## src/timer_expiry_scheduler_defines.svh

```systemverilog
// Assertion macros for the timer expiry scheduler
`ifndef TIMER_EXPIRY_SCHEDULER_DEFINES_SVH
`define TIMER_EXPIRY_SCHEDULER_DEFINES_SVH
`ifndef SYNTHESIS
`define TES_ASSERT_IMP(label, clk, rstn, ante, cons, msg) \
    label: assert property (@(posedge clk) disable iff (!rstn) (ante) |-> (cons)) \
        else $error(msg);
`define TES_ASSERT_NXT(label, clk, rstn, ante, cons, msg) \
    label: assert property (@(posedge clk) disable iff (!rstn) (ante) |=> (cons)) \
        else $error(msg);
`else
`define TES_ASSERT_IMP(label, clk, rstn, ante, cons, msg)
`define TES_ASSERT_NXT(label, clk, rstn, ante, cons, msg)
`endif
`endif

```

## src/tes_pkg.sv

```systemverilog
// ----------------------------------------------------------------------------
// tes_pkg
// Shared types and codes of the timer expiry scheduler.
// ----------------------------------------------------------------------------
package tes_pkg;

    localparam logic [2:0] FUNC_TICK   = 3'd0;
    localparam logic [2:0] FUNC_ARM    = 3'd1;
    localparam logic [2:0] FUNC_REARM  = 3'd2;
    localparam logic [2:0] FUNC_CANCEL = 3'd3;
    localparam logic [2:0] FUNC_DRAIN  = 3'd4;
    localparam logic [2:0] FUNC_QUERY  = 3'd5;
    localparam logic [2:0] FUNC_ADJ    = 3'd6;

    localparam logic [1:0] EV_FIRE  = 2'd0;
    localparam logic [1:0] EV_QUEUE = 2'd1;
    localparam logic [1:0] EV_DFIRE = 2'd2;
    localparam logic [1:0] EV_DONE  = 2'd3;

    localparam logic [1:0] REG_TICK_NS  = 2'd0;
    localparam logic [1:0] REG_FRAC     = 2'd1;
    localparam logic [1:0] REG_DENOM    = 2'd2;
    localparam logic [1:0] REG_DEF_MASK = 2'd3;

    typedef struct packed {
        logic [2:0]         func;
        logic [3:0]         timer_id;
        logic [31:0]        delay_ticks;
        logic signed [31:0] adj_value;
        logic [31:0]        adj_ticks;
    } in_item_t;

    typedef struct packed {
        logic [1:0]  event_res;
        logic [3:0]  timer_id_out;
        logic        flag;
        logic [63:0] tick_count;
        logic [63:0] time_ns;
        logic        last;
    } out_item_t;

    // controller to datapath
    typedef struct packed {
        logic load;       // capture command
        logic clk_adv;    // advance clock (tick)
        logic frac_fix;   // apply fractional carry step
        logic scan_clr;   // start a scan pass
        logic scan_step;  // compare one entry
        logic take_best;  // retire best candidate, emit event
        logic do_cmd;     // execute single-entry command
        logic emit_done;  // emit command-done result
    } ctl_t;

    // datapath to controller
    typedef struct packed {
        logic scan_end;
        logic found;
        logic out_busy;
    } sts_t;

endpackage

```

## src/tes_ctrl.sv

```systemverilog
// ----------------------------------------------------------------------------
// tes_ctrl
// Sequencer of the timer expiry scheduler: command, scan and emit steps.
// ----------------------------------------------------------------------------
`include "timer_expiry_scheduler_defines.svh"
module tes_ctrl (
    input  logic              aclk,
    input  logic              aresetn,
    input  logic              s_valid,
    output logic              s_ready,
    input  logic [2:0]        cmd_func,
    input  tes_pkg::sts_t     sts,
    output tes_pkg::ctl_t     ctl
);
    import tes_pkg::*;

    localparam logic [2:0] ST_IDLE = 3'd0;
    localparam logic [2:0] ST_EXEC = 3'd1;
    localparam logic [2:0] ST_FRAC = 3'd2;
    localparam logic [2:0] ST_SCAN = 3'd3;
    localparam logic [2:0] ST_TAKE = 3'd4;
    localparam logic [2:0] ST_DONE = 3'd5;

    logic [2:0] state_reg, state_next;

    assign s_ready = (state_reg == ST_IDLE);

    // next state and commands
    always_comb begin
        state_next = state_reg;
        ctl = '0;
        case (state_reg)
            ST_IDLE: begin
                if (s_valid) begin
                    ctl.load = 1'b1;
                    state_next = ST_EXEC;
                end
            end
            ST_EXEC: begin
                if (cmd_func == FUNC_TICK) begin
                    ctl.clk_adv = 1'b1;
                    state_next = ST_FRAC;
                end else if (cmd_func == FUNC_DRAIN) begin
                    ctl.scan_clr = 1'b1;
                    state_next = ST_SCAN;
                end else begin
                    ctl.do_cmd = 1'b1;
                    state_next = ST_DONE;
                end
            end
            ST_FRAC: begin
                ctl.frac_fix = 1'b1;
                ctl.scan_clr = 1'b1;
                state_next = ST_SCAN;
            end
            ST_SCAN: begin
                ctl.scan_step = 1'b1;
                if (sts.scan_end) begin
                    state_next = ST_TAKE;
                end
            end
            ST_TAKE: begin
                if (!sts.found) begin
                    state_next = ST_DONE;
                end else if (!sts.out_busy) begin
                    ctl.take_best = 1'b1;
                    ctl.scan_clr = 1'b1;
                    state_next = ST_SCAN;
                end
            end
            ST_DONE: begin
                if (!sts.out_busy) begin
                    ctl.emit_done = 1'b1;
                    state_next = ST_IDLE;
                end
            end
            default: begin
                state_next = ST_IDLE;
            end
        endcase
    end

    always_ff @(posedge aclk) begin
        if (!aresetn) begin
            state_reg <= ST_IDLE;
        end else begin
            state_reg <= state_next;
        end
    end

    `TES_ASSERT_NXT(a_load_exec, aclk, aresetn, ctl.load, state_reg == ST_EXEC,
        "load not followed by execute")
    `TES_ASSERT_IMP(a_take_free, aclk, aresetn, ctl.take_best || ctl.emit_done,
        !sts.out_busy, "emit into a full output register")
    `TES_ASSERT_IMP(a_ready_idle, aclk, aresetn, s_ready,
        !ctl.scan_step && !ctl.take_best, "accepting while scanning")

endmodule

```

## src/tes_dpath.sv

```systemverilog
// ----------------------------------------------------------------------------
// tes_dpath
// Datapath: clock, timer table, one-entry-per-cycle scan, output register.
// ----------------------------------------------------------------------------
`include "timer_expiry_scheduler_defines.svh"
module tes_dpath #(
    parameter int NUM_TIMERS = 16
) (
    input  logic                aclk,
    input  logic                aresetn,
    input  tes_pkg::in_item_t   s_data,
    input  tes_pkg::ctl_t       ctl,
    output tes_pkg::sts_t       sts,
    output logic [2:0]          cmd_func,
    input  logic [31:0]         tick_ns,
    input  logic [31:0]         residue_step,
    input  logic [31:0]         residue_limit,
    input  logic [15:0]         deferred_mask,
    output logic                m_valid,
    input  logic                m_ready,
    output tes_pkg::out_item_t  m_data
);
    import tes_pkg::*;

    localparam int IW = (NUM_TIMERS > 1) ? $clog2(NUM_TIMERS) : 1;
    localparam int CW = $clog2(NUM_TIMERS + 1);

    in_item_t    cmd_reg;
    logic [63:0] ticks_reg, clock_reg;
    logic [31:0] frac_reg, adj_amt_reg, adj_left_reg, stamp_reg;
    logic [31:0] frac_sum_reg;
    logic        flag_reg;
    logic [63:0] exp_reg   [NUM_TIMERS];
    logic        pend_reg  [NUM_TIMERS];
    logic [31:0] dstamp_reg[NUM_TIMERS];

    // scan state
    logic [CW-1:0] scan_idx_reg;
    logic [IW-1:0] best_idx_reg;
    logic [63:0]   best_key_reg;
    logic          found_reg;

    out_item_t out_reg;
    logic      out_valid_reg;

    logic        is_drain;
    logic [IW-1:0] sidx;
    logic        cand;
    logic [63:0] key;
    logic        id_ok;
    logic [IW-1:0] cid;
    logic [64:0] exp_sum;
    logic [63:0] exp_new;
    logic [31:0] best_idx_w;
    logic        best_def;

    assign cmd_func = cmd_reg.func;
    assign is_drain = (cmd_reg.func == FUNC_DRAIN);
    assign sidx     = scan_idx_reg[IW-1:0];
    assign id_ok    = ({28'd0, cmd_reg.timer_id} < 32'(NUM_TIMERS));
    assign cid      = IW'(cmd_reg.timer_id);
    assign exp_sum  = {1'b0, ticks_reg} + {33'd0, (cmd_reg.delay_ticks == 32'd0)
                      ? 32'd1 : cmd_reg.delay_ticks};
    assign exp_new  = exp_sum[64] ? '1 : exp_sum[63:0];
    assign best_idx_w = 32'(best_idx_reg);
    assign best_def = (best_idx_w < 32'd16) && deferred_mask[best_idx_w[3:0]];

    // candidate key of the scanned entry: expiry (earliest wins) or age (max age wins)
    always_comb begin
        if (is_drain) begin
            cand = pend_reg[sidx];
            key  = {32'd0, stamp_reg - dstamp_reg[sidx]};
        end else begin
            cand = (exp_reg[sidx] != 64'd0) && (exp_reg[sidx] <= ticks_reg);
            key  = exp_reg[sidx];
        end
    end

    assign sts.scan_end = (scan_idx_reg == CW'(NUM_TIMERS - 1));
    assign sts.found    = found_reg;
    assign sts.out_busy = out_valid_reg && !m_ready;

    assign m_valid = out_valid_reg;
    assign m_data  = out_reg;

    // clock, command and scan registers
    always_ff @(posedge aclk) begin
        if (!aresetn) begin
            ticks_reg    <= '0;
            clock_reg    <= '0;
            frac_reg     <= '0;
            adj_amt_reg  <= '0;
            adj_left_reg <= '0;
            stamp_reg    <= '0;
            flag_reg     <= 1'b0;
            found_reg    <= 1'b0;
            scan_idx_reg <= '0;
            for (int i = 0; i < NUM_TIMERS; i++) begin
                exp_reg[i]  <= '0;
                pend_reg[i] <= 1'b0;
            end
        end else begin
            if (ctl.load) begin
                cmd_reg  <= s_data;
                flag_reg <= 1'b0;
            end
            // advance tick and clock, stage the residue sum
            if (ctl.clk_adv) begin
                ticks_reg <= ticks_reg + 64'd1;
                if (adj_left_reg != 32'd0) begin
                    clock_reg    <= clock_reg + {32'd0, tick_ns + adj_amt_reg};
                    adj_left_reg <= adj_left_reg - 32'd1;
                end else begin
                    clock_reg <= clock_reg + {32'd0, tick_ns};
                end
                frac_sum_reg <= frac_reg + residue_step;
            end
            if (ctl.frac_fix) begin
                if (frac_sum_reg >= residue_limit) begin
                    frac_reg  <= frac_sum_reg - residue_limit;
                    clock_reg <= clock_reg + 64'd1;
                end else begin
                    frac_reg <= frac_sum_reg;
                end
            end
            if (ctl.scan_clr) begin
                scan_idx_reg <= '0;
                found_reg    <= 1'b0;
            end
            // compare one entry, keep best
            if (ctl.scan_step) begin
                scan_idx_reg <= scan_idx_reg + CW'(1);
                if (cand && (!found_reg || (is_drain ? (key > best_key_reg)
                                                     : (key < best_key_reg)))) begin
                    found_reg    <= 1'b1;
                    best_idx_reg <= sidx;
                    best_key_reg <= key;
                end
            end
            // retire best entry
            if (ctl.take_best) begin
                if (is_drain) begin
                    pend_reg[best_idx_reg] <= 1'b0;
                end else begin
                    exp_reg[best_idx_reg] <= '0;
                    if (best_def) begin
                        pend_reg[best_idx_reg]   <= 1'b1;
                        dstamp_reg[best_idx_reg] <= stamp_reg;
                        stamp_reg                <= stamp_reg + 32'd1;
                        flag_reg                 <= 1'b1;
                    end
                end
            end
            // single-entry commands
            if (ctl.do_cmd) begin
                case (cmd_reg.func)
                    FUNC_ARM, FUNC_REARM: begin
                        if (id_ok && (cmd_reg.func == FUNC_ARM
                                      || exp_reg[cid] != 64'd0)) begin
                            exp_reg[cid] <= exp_new;
                            flag_reg     <= (cmd_reg.func == FUNC_REARM);
                        end
                    end
                    FUNC_CANCEL: begin
                        if (id_ok) begin
                            if (exp_reg[cid] != 64'd0) begin
                                exp_reg[cid] <= '0;
                                flag_reg     <= 1'b1;
                            end else if (pend_reg[cid]) begin
                                pend_reg[cid] <= 1'b0;
                                flag_reg      <= 1'b1;
                            end
                        end
                    end
                    FUNC_QUERY: begin
                        flag_reg <= id_ok && (exp_reg[cid] != 64'd0 || pend_reg[cid]);
                    end
                    FUNC_ADJ: begin
                        adj_amt_reg  <= cmd_reg.adj_value;
                        adj_left_reg <= cmd_reg.adj_ticks;
                    end
                    default: begin
                    end
                endcase
            end
        end
    end

    // output register
    always_ff @(posedge aclk) begin
        if (!aresetn) begin
            out_valid_reg <= 1'b0;
        end else begin
            if (ctl.take_best) begin
                out_valid_reg <= 1'b1;
                out_reg.event_res    <= is_drain ? EV_DFIRE : (best_def ? EV_QUEUE : EV_FIRE);
                out_reg.timer_id_out <= 4'(best_idx_reg);
                out_reg.flag         <= 1'b0;
                out_reg.tick_count   <= ticks_reg;
                out_reg.time_ns      <= clock_reg;
                out_reg.last         <= 1'b0;
            end else if (ctl.emit_done) begin
                out_valid_reg <= 1'b1;
                out_reg.event_res  <= EV_DONE;
                out_reg.timer_id_out <= (cmd_reg.func == FUNC_ARM || cmd_reg.func == FUNC_REARM
                    || cmd_reg.func == FUNC_CANCEL || cmd_reg.func == FUNC_QUERY)
                    ? cmd_reg.timer_id : 4'd0;
                out_reg.flag       <= (cmd_reg.func == FUNC_TICK || cmd_reg.func == FUNC_REARM
                    || cmd_reg.func == FUNC_CANCEL || cmd_reg.func == FUNC_QUERY)
                    ? flag_reg : 1'b0;
                out_reg.tick_count <= ticks_reg;
                out_reg.time_ns    <= clock_reg;
                out_reg.last       <= 1'b1;
            end else if (m_ready) begin
                out_valid_reg <= 1'b0;
            end
        end
    end

    `TES_ASSERT_IMP(a_take_found, aclk, aresetn, ctl.take_best, found_reg,
        "retire without candidate")
    `TES_ASSERT_NXT(a_tick_adv, aclk, aresetn, ctl.clk_adv,
        ticks_reg == $past(ticks_reg) + 64'd1, "tick count not advanced")
    `TES_ASSERT_IMP(a_scan_range, aclk, aresetn, ctl.scan_step,
        scan_idx_reg < CW'(NUM_TIMERS), "scan index out of range")

endmodule

```

## src/timer_expiry_scheduler.sv

```systemverilog
// Timer expiry scheduler: a command runs through the execute and done steps; a
// tick first advances the clock and applies the fractional carry, and a tick or
// drain then repeats a table scan and a retire step for each event emitted, with
// a single comparator that scans one table entry per cycle; retire and done wait
// while the output register is full. The block accepts one command at a time and
// holds it until its done result (last = 1) is loaded into the output register.
// ----------------------------------------------------------------------------
// timer_expiry_scheduler
// Top level: APB register file, sequencer and datapath.
// ----------------------------------------------------------------------------
module timer_expiry_scheduler #(
    parameter int NUM_TIMERS = 16
) (
    input  logic                aclk,
    input  logic                aresetn,
    input  logic                psel,
    input  logic                penable,
    input  logic                pwrite,
    input  logic [3:0]          paddr,
    input  logic [31:0]         pwdata,
    output logic [31:0]         prdata,
    output logic                pready,
    input  logic                s_valid,
    output logic                s_ready,
    input  tes_pkg::in_item_t   s_data,
    output logic                m_valid,
    input  logic                m_ready,
    output tes_pkg::out_item_t  m_data
);
    import tes_pkg::*;

    logic [31:0] tick_ns_reg, frac_reg, denom_reg;
    logic [15:0] mask_reg;
    ctl_t        ctl;
    sts_t        sts;
    logic [2:0]  cmd_func;

    assign pready = 1'b1;

    // register writes
    always_ff @(posedge aclk) begin
        if (!aresetn) begin
            tick_ns_reg <= 32'd1000000;
            frac_reg    <= '0;
            denom_reg   <= 32'd1;
            mask_reg    <= '0;
        end else if (psel && penable && pwrite) begin
            case (paddr[3:2])
                REG_TICK_NS:  tick_ns_reg <= pwdata;
                REG_FRAC:     frac_reg    <= pwdata;
                REG_DENOM:    denom_reg   <= pwdata;
                REG_DEF_MASK: mask_reg    <= pwdata[15:0];
                default: begin
                end
            endcase
        end
    end

    // register reads
    always_comb begin
        case (paddr[3:2])
            REG_TICK_NS:  prdata = tick_ns_reg;
            REG_FRAC:     prdata = frac_reg;
            REG_DENOM:    prdata = denom_reg;
            REG_DEF_MASK: prdata = {16'd0, mask_reg};
            default:      prdata = '0;
        endcase
    end

    tes_ctrl u_ctrl (
        .aclk     (aclk),
        .aresetn  (aresetn),
        .s_valid  (s_valid),
        .s_ready  (s_ready),
        .cmd_func (cmd_func),
        .sts      (sts),
        .ctl      (ctl)
    );

    tes_dpath #(.NUM_TIMERS(NUM_TIMERS)) u_dpath (
        .aclk          (aclk),
        .aresetn       (aresetn),
        .s_data        (s_data),
        .ctl           (ctl),
        .sts           (sts),
        .cmd_func      (cmd_func),
        .tick_ns       (tick_ns_reg),
        .residue_step  (frac_reg),
        .residue_limit (denom_reg),
        .deferred_mask (mask_reg),
        .m_valid       (m_valid),
        .m_ready       (m_ready),
        .m_data        (m_data)
    );

endmodule
```

## config.mk

```make
export PLATFORM = sky130hd
export DESIGN_NAME = timer_expiry_scheduler
export DESIGN_NICKNAME = d
export VERILOG_FILES = /design/src/tes_pkg.sv /design/src/tes_ctrl.sv /design/src/tes_dpath.sv /design/src/timer_expiry_scheduler.sv
export VERILOG_INCLUDE_DIRS = /design/src /design/src/src
export SDC_FILE = /design/constraint.sdc
export NUM_CORES = 2
export LEC_CHECK = 0
export BUFFER_PORTS_ARGS = -buffer_cell sky130_fd_sc_hd__buf_2
export CAP_MARGIN = 5
export CORE_MARGIN = 3
export CORE_UTILIZATION = 47
export CTS_BUF_LIST = sky130_fd_sc_hd__clkbuf_4 sky130_fd_sc_hd__clkbuf_8
export CTS_CLUSTER_DIAMETER = 120
export CTS_CLUSTER_SIZE = 25
export DETAILED_ROUTE_END_ITERATION = 12
export GPL_TIMING_DRIVEN = 0
export SYNTH_ARGS = -nofsm -noshare
export SYNTH_HDL_FRONTEND = slang
export SYNTH_SLANG_ARGS = --single-unit
```

## constraint.sdc

```tcl
create_clock -name aclk -period 11.25 [get_ports aclk]
set_input_delay 0.5625 -clock aclk [delete_from_list [all_inputs] [get_ports aclk]]
set_output_delay 0.5625 -clock aclk [all_outputs]
set_load 0.02 [all_outputs]
```

==> impl_metrics.py <==
metrics = {
    "place": {
        "place.gp.congestion": 1.06,
        "placedCellCount": 12400,
        "hpwl_mm": 389,
        "portBuffers": 313,
        "place_area_mm2": 0.118,
    },
    "clock_tree": {
        "cts_max_path_buffers": 3,
        "root_buffer": "clkbuf_8",
        "cts_made_buffers": 101,
        "path_clk_slew_ps": 170,
        "clkLatencyLatePin_ps": 1050,
        "cts.sinks": 2278,
        "cts_tree": "yes",
        "htree_num_levels": 3,
        "postCtsSetupRepairBufs": 0,
    },
    "cells_and_area": {
        "fill_cells": 20500,
        "final_cell_area_mm2": 0.122,
        "final_cells": 12700,
        "syn2layout_area_growth_pct": 10.1,
        "final_core_util": 0.522,
        "mostFrequentLayoutCell": "edfxtp_1",
        "largest_reg_flops": 1024,
        "drive_above_1_share": 0.148,
        "final_cell_mix": "1875 x edfxtp_1, 775 x nor3_1, 663 x nand2_1",
        "num-nets-final": 9976,
    },
    "route": {
        "firstDrtPassIters": 8,
        "drtAntennaViolNets": 0,
        "drc_errors": 0,
        "avgViaCountPerCell": 6.69,
        "routed_wl_mm": 495,
        "wire_per_inst_um": 38.9,
        "vias": 85100,
        "drt_iter0_markers": 12000,
    },
    "synth": {
        "synth_area_leaders": "edfxtp_1 51%, mux4_2 10%, dfxtp_1 7.3%",
        "synth-edff-count": 1875,
        "yosysWarnings": 0,
        "synth_largest_area_cell": "edfxtp_1",
        "syn_area_per_cell_um2": 12.5,
        "syn_inst": 8819,
        "synth_area_mm2": 0.111,
        "syn_nets": 9295,
        "seq_area_frac_synth": 0.582,
        "ys_ff_latch": 2278,
        "async_reset_ff_frac": 0,
        "yosys_most_used_dff": "edfxtp_1",
        "synth_top_area_frac": 0.509,
        "ys_types": 106,
    },
    "sta": {
        "fin_tns_setup_ps": 0,
        "finalSetupViolCount": 0,
        "fmax_mhz": 93.1,
        "skew_ps": 69.9,
        "worst_pin_slew_ps": 1600,
        "post-route-period-util": 0.955,
        "finalHoldViolCount": 0,
        "slew_violations": 51,
        "timing.slew.headroom": -0.0689,
        "fin_crit_ps": 10740,
    },
    "outcome": {
        "violations": "capacitance limit, slew limit",
        "outcome": "finished, violations left",
    },
    "critical_path": {
        "worst-setup-path-type": "reg -> reg",
        "startpoint_type": "flip-flop",
        "crit_family": "buffers and inverters",
        "cpPeakStageDelay_ps": 800,
        "required_ps": 11940,
        "crit_buf_inv": 8,
        "crit_fanout": 68,
        "critical-path-slowest-cell": "clkdlybuf4s15_1",
        "cp_data_arrival_time_ps": 11430,
        "setup.worst_path.end_class": "flip-flop",
    },
    "run": {
        "cap_violations": 8,
    },
    "floorplanning": {
        "dieArea_mm2": 0.241,
        "die_x_um": 491,
        "core_area_mm2": 0.233,
        "ios": 317,
        "initial_core_util": 0.474,
        "floorplan.rows": 177,
        "dieHeight_um": 491,
    },
    "grt": {
        "antenna_found_initial": 41,
        "grt_pass1_wl_mm": 668,
        "grt_pass1_vias": 81100,
        "grt_usage": 0.402,
        "grt-ovfl-total": 0,
        "grt_max_degree": 69,
    },
    "pwr": {
        "power.leakage_nw": 41.3,
        "ir_drop_v": 0.000131,
        "power_density_mw_per_mm2": 122,
    },
    "min_path": {
        "hp-class": "in -> reg",
    },
}
-- metrics by stage --
stage	hold slack [ps]	setup slack, ps	power, mW
finish	119	507	14.9
CTS	48.1	7.28	14.8
detailed placement	410	-444	11.2
global placement	412	-3410	11.2
floorplan	403	2200	10.5
global route	108	-2.41	15.2
-- layer usage --
metal  share of wire  wire, µm  up-vias  GRT usage
li1                -         -    35200          -
met1            0.36    180000    43400      0.500
met2            0.45    222000     5287      0.619
met3           0.095     47200     1186     0.0861
met4           0.091     45300        8      0.299
met5         0.00010        52        -          0
-- cells in the mapped netlist, types with 96 or more instances --
master and n:
nor4_1 296, o21ai_0 225, buf_2 96, dfxtp_1 403
nand2_1 680, edfxtp_1 1875, a21o_1 122, clkbuf_1 475
nor2_1 590, a21oi_1 523, nand4_1 141, xnor2_1 184
nor3_1 783, nand3_1 152, mux4_2 511, inv_1 278
a211oi_1 123, ha_1 324
-- worst register-to-register path: cells and delay by family, from the launching register on --
kind                       cells  cell delay (ps)
DFF                            1              350
buffers and inverters          8             3960
and+or+nand+nor                5             1300
AOI/OAI and AO/OA             12             2440
muxes                          3             1520
xor gates and xnor gates       1              190
adders and majority gates      2              600
-- report_power, final --
part           leakage, nW  switching (mW)  internal, mW
registers             22.9           0.196          9.28
logic                 17.4            1.17         0.512
clock network         1.03            2.71          1.04
-- what timing repair did --
action | in CTS | in global routing
endpoints found under the hold margin | 222 | 0
gates resized for setup | 1 | 13
hold buffers | 138 | 0
endpoints found under the setup margin | 68 | 68
-- area by class of cell --
class                      count  area, µm²  share of cell area
clock buffer                 153       1790              0.0147
multi-input combinational   5633      43100               0.354
buffer                       627       2590              0.0213
antenna                       31       77.6            0.000637
sequential                  2278      64400               0.529
timing repair buffer         579       4770              0.0392
clock inverter                10        124             0.00102
inverter                     280       1050             0.00865
tap                         3132       3920              0.0322
-- logic make-up after synthesis --
family	Yosys count	share of synthesized area
xor+xnor	269	0.0213
fa+ha+maj	330	0.0377
other cells	1	0.0000339
simple gates	3034	0.134
flops	2278	0.582
buf+inv	908	0.0322
mux	579	0.110
compound gates	1420	0.0824
-- final timing paths --
path	depth (start not counted)	to	slack (ps)	startpoint
hold / removal	5	mask_reg[2]	120	paddr[3]
hold reg to reg	0	u_dpath.m_data[109]	450	u_dpath.ticks_reg[44]
setup / recovery	31	u_dpath.best_key_reg[58]	510	flip-flop
setup reg to reg	31	u_dpath.best_key_reg[58]	510	flip-flop
Power figures use the tool's default switching activity.
